===== src/hw/rtl/szdd_pkg.sv =====
// SZDD detect/decode package: shared types, codes and constants.
// No dependencies; imported by every module of the block.
package szdd_pkg;

   localparam int DEF_RING_SIZE      = 4096;
   localparam int DEF_POSITION_WIDTH = 32;
   localparam int CNT_W              = 26;
   localparam int SIZE_W             = 25;
   localparam int LEN_W              = 5;

   localparam logic [31:0] MAGIC_STD_LO   = 32'h88F0_2733;
   localparam logic [31:0] MAGIC_STD_HI   = 32'h535A_4444;
   localparam logic [31:0] MAGIC_SHORT_HI = 32'h535A_2088;
   localparam logic [31:0] MAGIC_SHORT_LO = 32'hF027_33D1;
   localparam logic [15:0] MODE_CODE      = 16'h4100;
   localparam logic [15:0] MODE_MASK      = 16'hFF00;
   localparam logic [31:0] SIZE_MIN       = 32'd128;
   localparam logic [31:0] SIZE_MAX       = 32'h01FF_FFFF;
   localparam logic [7:0]  SPACE_BYTE     = 8'h20;
   localparam logic [7:0]  NAME_LOW       = 8'h61;
   localparam logic [7:0]  NAME_HIGH      = 8'h7A;
   localparam int          START_BACK_STD   = 16;
   localparam int          START_BACK_SHORT = 18;
   localparam int          STD_CHECK_OFF    = 6;
   localparam int          SHORT_CHECK_OFF  = 4;
   localparam int          MATCH_MIN        = 3;

   typedef enum logic [1:0] {
      PH_SEARCH = 2'd0,
      PH_HEADER = 2'd1,
      PH_DECODE = 2'd2,
      PH_DONE   = 2'd3
   } phase_type;

   typedef enum logic [0:0] {
      KIND_BYTE   = 1'b0,
      KIND_STATUS = 1'b1
   } kind_type;

   typedef enum logic [1:0] {
      ACT_NONE,
      ACT_LITERAL,
      ACT_MATCH
   } act_type;

   typedef enum logic [1:0] {
      SEL_LITERAL,
      SEL_COPY,
      SEL_STATUS
   } out_sel_type;

   typedef enum logic [2:0] {
      ST_IDLE,
      ST_EVAL,
      ST_EMIT_LIT,
      ST_COPY_RD,
      ST_COPY_WR,
      ST_FINISH,
      ST_STATUS
   } state_type;

   typedef struct packed {
      logic        load;
      logic        eval;
      logic        copy_rd;
      logic        finish;
      logic        out_load;
      out_sel_type out_sel;
   } ctrl_cmd_type;

   typedef struct packed {
      act_type act;
      logic    copy_last;
      logic    out_free;
   } dp_status_type;

endpackage


===== src/hw/rtl/szdd_ctrl.sv =====
// SZDD controller: sequences accept, evaluate, copy, finish and status steps.
// Depends on szdd_pkg.
module szdd_ctrl (
   input  logic                    clock,
   input  logic                    reset,
   input  logic                    req_valid,
   output logic                    req_stall,
   input  szdd_pkg::dp_status_type status,
   output szdd_pkg::ctrl_cmd_type  cmd
);
   import szdd_pkg::*;

   state_type state_ff, state_in;

   always_ff @(posedge clock) begin
      if (reset) begin
         state_ff <= ST_IDLE;
      end else begin
         state_ff <= state_in;
      end
   end

   always_comb begin
      state_in     = state_ff;
      cmd          = '0;
      cmd.out_sel  = SEL_STATUS;
      req_stall    = 1'b1;
      unique case (state_ff)
         ST_IDLE: begin
            req_stall = 1'b0;
            if (req_valid) begin
               cmd.load = 1'b1;
               state_in = ST_EVAL;
            end
         end
         ST_EVAL: begin
            cmd.eval = 1'b1;
            unique case (status.act)
               ACT_LITERAL: state_in = ST_EMIT_LIT;
               ACT_MATCH:   state_in = ST_COPY_RD;
               default:     state_in = ST_FINISH;
            endcase
         end
         ST_EMIT_LIT: begin
            if (status.out_free) begin
               cmd.out_load = 1'b1;
               cmd.out_sel  = SEL_LITERAL;
               state_in     = ST_FINISH;
            end
         end
         ST_COPY_RD: begin
            cmd.copy_rd = 1'b1;
            state_in    = ST_COPY_WR;
         end
         ST_COPY_WR: begin
            if (status.out_free) begin
               cmd.out_load = 1'b1;
               cmd.out_sel  = SEL_COPY;
               state_in     = status.copy_last ? ST_FINISH : ST_COPY_RD;
            end
         end
         ST_FINISH: begin
            cmd.finish = 1'b1;
            state_in   = ST_STATUS;
         end
         ST_STATUS: begin
            if (status.out_free) begin
               cmd.out_load = 1'b1;
               cmd.out_sel  = SEL_STATUS;
               state_in     = ST_IDLE;
            end
         end
         default: state_in = ST_IDLE;
      endcase
   end

endmodule


===== config.mk =====
export PLATFORM = sky130hd
export DESIGN_NAME = szdd_ctrl
export DESIGN_NICKNAME = d
export VERILOG_FILES = /design/src/hw/rtl/szdd_pkg.sv /design/src/hw/rtl/szdd_ctrl.sv
export SDC_FILE = /design/constraint.sdc
export NUM_CORES = 1
export LEC_CHECK = 0
export BUFFER_PORTS_ARGS = -buffer_cell sky130_fd_sc_hd__buf_4
export CORE_AREA = 2 2 39 41
export DETAILED_ROUTE_END_ITERATION = 7
export DIE_AREA = 0 0 41 43
export MAX_ROUTING_LAYER = met4
export PLACE_DENSITY = 0.5
export SYNTH_ARGS = -nofsm -noshare
export SYNTH_HDL_FRONTEND = slang
export SYNTH_SLANG_ARGS = --single-unit

===== constraint.sdc =====
create_clock -name clock -period 1.3 [get_ports clock]
set_input_delay 0.065 -clock clock [delete_from_list [all_inputs] [get_ports clock]]
set_output_delay 0.065 -clock clock [all_outputs]
set_load 0.05 [all_outputs]

==> results.txt, run 1 <==
The run finished with clean final reports. The maximum number of pins on one net before global-route repair is 10. The routed via count divided by cell count came out at 4.42.

The hold buffer count at CTS came out at 0. The I/O pin count came out at 15. The post-synthesis share of cell area spent on full adders, half adders and majority gates is 3.92%. STA puts the critical path data arrival time at 1220 ps. Of all cell types, the one taking the most synthesized area is dfxtp_1.

The area growth from synthesis to layout is 70.2%. The peak supply drop came out at 0.479 mV. Once the floorplan was initialized, standard cells occupied 23.1% of the core.

The area fraction in and, or, nand and nor cells after synthesis came out at 35.3%. More flip-flops sit in one register than any other, and that register is state_ff. The relative slew slack is 84.3%.

The number of antenna-violating nets in the routed design came out at 0. The leakage component of the power came out at 0.248 nW. The synthesized netlist net count came out at 45.

The placement-stage worst setup slack is 64.3 ps. The row count came out at 14. The fraction of layout cells with a size suffix above 1 is 66.7%. Setup slack on the critical path of the routed design comes to 16.9 ps. The core region is 1380 um^2. The worst clock skew came out at 1.58 ps. Derived from the worst setup path, the maximum achievable clock frequency is 779 MHz. The post-route core utilization came out at 39.2%. The number of synthesized flops with an enable pin is 0. Sequential elements use 18.8% of the synthesized area. The routability congestion estimate came out at 0.807. The worst setup path is launched from a flip-flop. The H-tree level count came out at 1.

The HPWL after detailed placement is 585 um. The worst hold path belongs to the class in -> reg. The multiplexer fraction of the synthesized cell area is 0%. The final hold violation count came out at 0. The max-cap check violation count is 0. The flip-flop count of the largest register after layout is 3.

By area the synthesized netlist is led by dfxtp_1 19%, nor3b_1 7.1%, buf_12 6.3%. In this run, CTS created clock tree buffers numbering 3. The storage element area came out at 66.3 um^2. The antenna diode instance count came out at 0. The number of flip-flops and latches in the synthesized netlist is 3. The transition time at the pin with the least slew margin is 234 ps. The final route contains 323 vias.

The cell area power density is 1430 nW/um^2. The slowest cell on the critical path is or3_4. Summing the areas of all xor and xnor instances in the mapped netlist gives 2.75% of the synthesized area. The top-area cell type share of the netlist area is 18.8%. The residual overflow from global routing came out at 0. The largest registers in the layout are state_ff x3.

The worst setup path is captured at an output pin. The required time reported for the critical path endpoint is 1240 ps. The clock-pin transition on the worst setup and hold timing paths came out at 40 ps. The number of distinct library cells after synthesis is 26. The floorplan step defined a die boundary enclosing 1760 um^2.

The clock insertion delay at the later pin of the skew report is 230 ps. Setup repair after global routing could not meet its margin everywhere. The global-route total usage across every layer is 10.1%. The number of global-route vias before repair was 297. The floorplan step set the die width to 41 um. The synthesized cell area is 319 um^2. The number of buffers inserted by port buffering is 14.

The count of pins over their slew limit is 0. The warning count from the yosys run came out at 0. The power after layout came out at 0.000774 W. The maximum number of buffers from clock root to sink came out at 2. nor2_1 is the most common cell in the netlist. Among all flip-flop cells after synthesis, the most frequent one is dfxtp_1. The master cell of the clock root buffer is clkbuf_4. The final wirelength came out at 741 um. The fill cell instance count of the final layout is 157. The highest net fanout along the worst path came out at 4. The commonest cells after synthesis are 4 x nor2_1, 3 x dfxtp_1, 3 x inv_1, 3 x nand2b_1, 3 x nor3b_1. The detail-routed net length per standard cell came out at 10.2 um. The final number of setup-violating endpoints came out at 0.

The share of the cycle needed by the critical path after routing came out at 98.7%. In the final layout, the multi-input gates occupy 246 um^2. Walking the worst path, the cells encountered are or3_4 -> nor2_4 -> buf_8. The initial antenna violation count came out at 0. The proportion of register bits with asynchronous set or reset after synthesis is 0%.

The setup path with the least slack is of type reg -> out. The cell count after synthesis came out at 37. TritonCTS built the clock tree.

The die span in y came out at 43 um. The first global-routing pass estimated 1170 um of wire. The post-layout net count came out at 66.

The main combinational cell family by area after synthesis is simple AND/OR/NAND/NOR gates. The starting DRC count in detailed routing came out at 3. The average footprint of a synthesized cell is 8.62 um^2. The fraction of the mapped netlist area in compound gates is 24.3%. The worst stage delay on the critical path is 400 ps. The first detailed-routing pass took 4 iterations.

The remaining design rule violation count came out at 0. The clock period could shrink to 1280 ps. The total number of clock tree sinks came out at 3.
-- worst max-delay path: cells and delay by family, from the launching register on --
family | cells | cell delay (ps)
flip-flops | 1 | 340
buffers and inverters | 1 | 150
AND/OR/NAND/NOR | 2 | 500
-- repair_timing --
action	CTS	global route
setup endpoints to repair	6	6
resized for setup	8	6
endpoints found under the hold margin	0	0
pin swaps	3	1
setup buffers	2	0
-- logic make-up after synthesis --
family,after synthesis
fa+ha+maj,1
flops,3
simple gates,18
compound gates,8
buf+inv,6
xor+xnor,1
-- cells in the final DEF (no fill, tap or decap) --
cell and instances:
xor2_1 1, o31a_2 1, o41ai_2 1, nor3_1 1
o21ai_0 1, a21o_2 1, nand3b_1 1, clkbuf_1 1
clkbuf_4 3, nor2_1 3, and3_2 1, buf_4 12
a221oi_2 1, nor2b_1 1, buf_6 6, nor3b_1 1
o21bai_1 1, or3_4 1, and2_2 1, nor3b_4 1
inv_2 1, nand2b_4 1, nor3b_2 1, buf_8 1
a21oi_1 1, nand2_1 1, nor2_4 2, dfxtp_2 2
ha_1 1, nand2b_1 2, dfxtp_4 1, a221o_1 1
inv_1 2
-- per-stage QoR --
stage / TNS, ps / instance area [um^2] / std cells / hold WS, ps
floorplan: -171 / 342 / 37 / 124
global placement: 0 / 453 / 67 / 257
detailed placement: 0 / 453 / 67 / 258
CTS: 0 / 522 / 73 / 8.39
global route: -69.6 / 543 / 73 / 7.50
finish: 0 / 543 / 73 / 20.1
-- routing by layer --
| metal | track usage (%) | routed length, um | part of all wire (%) | vias up |
|---|---|---|---|---|
| li1 | - | - | - | 169 |
| met1 | 12.8 | 336 | 45 | 143 |
| met2 | 13.4 | 352 | 48 | 11 |
| met3 | 6.28 | 52 | 7.0 | 0 |
| met4 | 2.00 | 0 | 0 | 0 |
| met5 | - | 0 | 0 | - |
-- where the power goes --
part           internal (W)  leakage (nW)  switching (W)
logic              0.000208         0.206       0.000271
clock network      0.000115        0.0150      0.0000465
registers          0.000112        0.0261      0.0000219
total              0.000435         0.248       0.000339
-- cell type report --
class	count	area share [%]
Multi-Input combinational cell	28	45.4
Timing Repair Buffer	19	31.8
Sequential cell	3	12.2
Clock buffer	4	4.84
Tap cell	16	3.69
Inverter	3	2.07
-- path summary, 6_finish.rpt --
kind | start | to | slack [ps] | cells after the start
setup / recovery | state_ff[1]$_SDFFE_PP0P_ | cmd[6] | 20 | 3
hold / removal | reset | state_ff[2]$_SDFFE_PP0P_ | 20 | 2
setup reg to reg | state_ff[1]$_SDFFE_PP0P_ | state_ff[1]$_SDFFE_PP0P_ | 60 | 4
hold reg to reg | state_ff[1]$_SDFFE_PP0P_ | state_ff[1]$_SDFFE_PP0P_ | 550 | 2
No activity file was read; power rests on OpenSTA's default activity.
==> run 2: changes to the inputs <==
ABC_AREA = 1   (was unset)
PLACE_DENSITY = 0.51   (was 0.5)
==> run 2 against run 1 <==
Effect of this change:
- the run now ends with negative setup slack left
- design area up 27%
- critical path type unchanged
- critical endpoint is now cmd[1]
- sequential cell count unchanged
- sequential share of layout area down 1.9 points
- power up 130%
- largest power group unchanged
- wire length up 56%
==> results.txt, run 2 <==
Routability-driven placement finished with a final weighted congestion of 0.740. The residual overflow from global routing is 0. The source of the worst hold timing path is status[1]. The most common library cell in the layout ignoring fill and taps is buf_4. The cell count after synthesis came out at 56. In this run the remaining antenna-violating nets after routing total 0.

The clock-pin transition on the worst setup and hold timing paths came out at 40 ps. In this run the horizontal extent of the chip is 41 um. For this run, the detailed router's first-pass iteration total came to 4. Traced cell by cell, the critical path runs through buf_6 -> nand3_4 -> a31oi_4 -> nand2_4 -> buf_8. The wire length of the first global-routing pass is 1800 um. The fmax came out at 748 MHz. The initial core utilization came out at 24.2%.

The count of cells in the finished layout, fillers not included, comes to 102. The last element of the critical path is cmd[1]. In the routed layout, each cell is associated on average with a via count of 4.74.

The cell count after placement is 88. The placed standard-cell area is 515 um^2. The run finished, with violations left. The final number of setup-violating endpoints came out at 2. The flip-flop count of the largest register after layout is 3. The transition time at the pin with the least slew margin came out at 187 ps. The share of the Yosys chip area taken by registers is 17.9%. The total CTS buffers came out at 3. In the final layout, the registers with the most flip-flops are state_ff x3. CTS placed an instance of clkbuf_4 at the clock tree root. The die span in y came out at 43 um. The average footprint of a synthesized cell is 5.99 um^2. The slowest cell on the critical path is dfxtp_4. The leakage component of the power came out at 0.333 nW. In this run the critical register-to-register path is captured at state_ff[1]$_SDFFE_PP0P_.

The final reports fail on negative setup slack. The synthesized cell area came out at 335 um^2. The fill cell instance count of the final layout came out at 132.

The worst stage delay on the critical path is 390 ps. For the worst setup path, the data required time is 1240 ps. The synthesized netlist net count is 64.

The global-route total usage across every layer is 15.5%. Buffers placed on the I/O ports in this run total 14. The final layout contains routed wiring with a total length of 1150 um. In this run the worst path has a maximum fanout of 4. The share of the cycle needed by the critical path after routing came out at 103%. The top-area cell type share of the netlist area came out at 17.9%. The most used flip-flop cell after synthesis is dfxtp_1. Subtracting the final worst setup slack from the clock period gives 1340 ps. The HPWL after detailed placement is 697 um. The CTS tree is yes.

The least setup slack across all paths after layout is -36.5 ps. The overall die area is 1760 um^2. The antenna diode instance count is 0. For the worst setup path, the data arrival time is 1270 ps.

The reg2reg setup slack is 60 ps. The library cell occupying the most area in the post-synthesis netlist is dfxtp_1. The starting DRC count in detailed routing came out at 9. The fraction of layout cells with a size suffix above 1 came out at 61.6%. The initial antenna violation count is 0.

In this run the worst hold path is classified as in -> reg. Setup repair after global routing could not meet its margin everywhere. The worst hold path passes through 5 cells. The count of pins over their slew limit is 0. Entering global routing, the biggest net connects 8 pins. The warning count from the yosys run is 0. The I/O pin count came out at 15. The worst register-to-register path has a depth of 7. The number of flip-flops and latches in the synthesized netlist came out at 3. The final hold violation count came out at 0. In this design, the largest share of critical-path delay is due to flip-flops.

The H-tree level count is 1. The relative slew slack came out at 87.5%. The total buffers and inverters traversed by the critical path came out at 2. The power after layout is 0.00181 W. The endpoint type of the worst setup path is an output pin. The area of the core region came out at 1380 um^2. The first element of the critical path is state_ff[1]$_SDFFE_PP0P_.

Counting flops per register, the top entry is state_ff. Yosys attributes the largest share of cell area to dfxtp_1 18%, nand2_1 15%, nand3_1 10%. In the synthesized netlist the async set-or-reset flop fraction comes to 0%. The cell area power density is 2620 nW/um^2.

The clock insertion delay at the later pin of the skew report is 240 ps. In this run, distinct cell masters in the synthesized netlist total 19. The critical path is of the reg -> out type. The total non-filler cell area in the finished layout came out at 692 um^2. The relative area change from synthesis to final layout is 106%. The most common cell in the synthesized netlist is nand2_1.

No sink is reached through more buffers than the 2 on the longest clock path. Counting every sink on the clock net gives 3. STA classifies the critical path startpoint as a flip-flop.

The max-cap check violation count came out at 0. The library cells used most frequently in the layout, excluding fill and tap cells, are 18 x buf_4, 11 x nand2_1, 6 x nand3_1, 6 x buf_6. The number of global-route vias before repair came to 441. The detail-routed net length per standard cell came out at 11.3 um.

IR analysis of the VDD net gives a maximum drop of 0.958 mV. The post-layout net count came out at 95. In the synthesized netlist, the cells that appear most often are 13 x nand2_1, 7 x inv_1, 7 x nand3_1. The number of synthesized flops with an enable pin came out at 0.

The worst clock skew came out at 0.429 ps. The row count is 14. The worst register-to-register path begins at state_ff[1]$_SDFFE_PP0P_. After detailed routing, the number of remaining DRC violations is 0. Counting buffers and inverters, the worst setup path is 5 cells deep.

The final route contains 483 vias.
run 2: changes by cell type in the layout (fill, tap and decap cells not counted), sizes merged, moves of 3 or more:
cell / delta
nor3b: -3
nand3: +7
nand2b: -3
inv: +6
nor2: +5
nand2: +17
buf: +7
run 2: power breakdown:
group	switching [W]	internal (W)
combinational	0.000835	0.000553
clock	0.0000550	0.000115
sequential	0.000101	0.000155
run 2: worst register-to-register path, delay by kind of cell, from the launching register on:
| kind | cells | cell delay [ps] |
|---|---|---|
| flops | 1 | 370 |
| simple gates | 5 | 550 |
| buf+inv | 1 | 130 |
| compound gates | 1 | 130 |
run 2: repair_timing:
action                                  in CTS  in global routing
buffers inserted                             7                  2
endpoints found under the setup margin       3                  6
hold endpoints to repair                     3                  0
resized for setup                           14                  8
pin swaps                                    4                  5
hold buffers                                 1                  0
run 2: area by class of cell:
class	count	area [um^2]	area share, %
flip-flops and latches	3	71.3	10.3
repair buffers	27	243	35.1
inverters	9	36.3	5.24
clock buffers	4	26.3	3.80
well taps	16	20.0	2.89
multi-input cells	43	295	42.7
run 2: how the worst min path moves through the flow:
stage	end	slack, ps
2_1_floorplan	state_ff[1]$_SDFFE_PP0P_	120
3_3_place_gp	state_ff[1]$_SDFFE_PP0P_	240
3_5_place_dp	state_ff[1]$_SDFFE_PP0P_	240
4_1_cts	state_ff[1]$_SDFFE_PP0P_	230
5_1_grt	state_ff[1]$_SDFFE_PP0P_	230
6_report	state_ff[1]$_SDFFE_PP0P_	220
run 2: cell families (layout without fill, tap and decap cells):
kind of cell / after synthesis / after routing / share of synthesized area (%)
flip-flops: 3 / 3 / 17.9
buffers and inverters: 10 / 40 / 13.4
AND/OR/NAND/NOR: 37 / 37 / 55.2
AO/OA/AOI/OAI: 5 / 5 / 9.70
adder cells (fa/ha/maj): 1 / 1 / 3.73
run 2: stage by stage:
stage / utilization (%) / hold WS, ps / setup WS [ps] / TNS, ps
2_1_floorplan: - / 120 / -48.4 / -48.4
3_3_place_gp: 37.3 / 239 / 45.1 / 0
3_5_place_dp: 37.3 / 239 / 65.3 / 0
4_1_cts: 46.7 / 226 / -31.6 / -38.8
5_1_grt: 50.0 / 231 / -82.4 / -163
6_report: 50.0 / 223 / -36.5 / -49.0
run 2: layer usage:
metal  track usage [%]  wire [um]
met3              8.38         70
met5                 -          0
met2              21.9        570
met4              4.00         36
met1              18.8        476
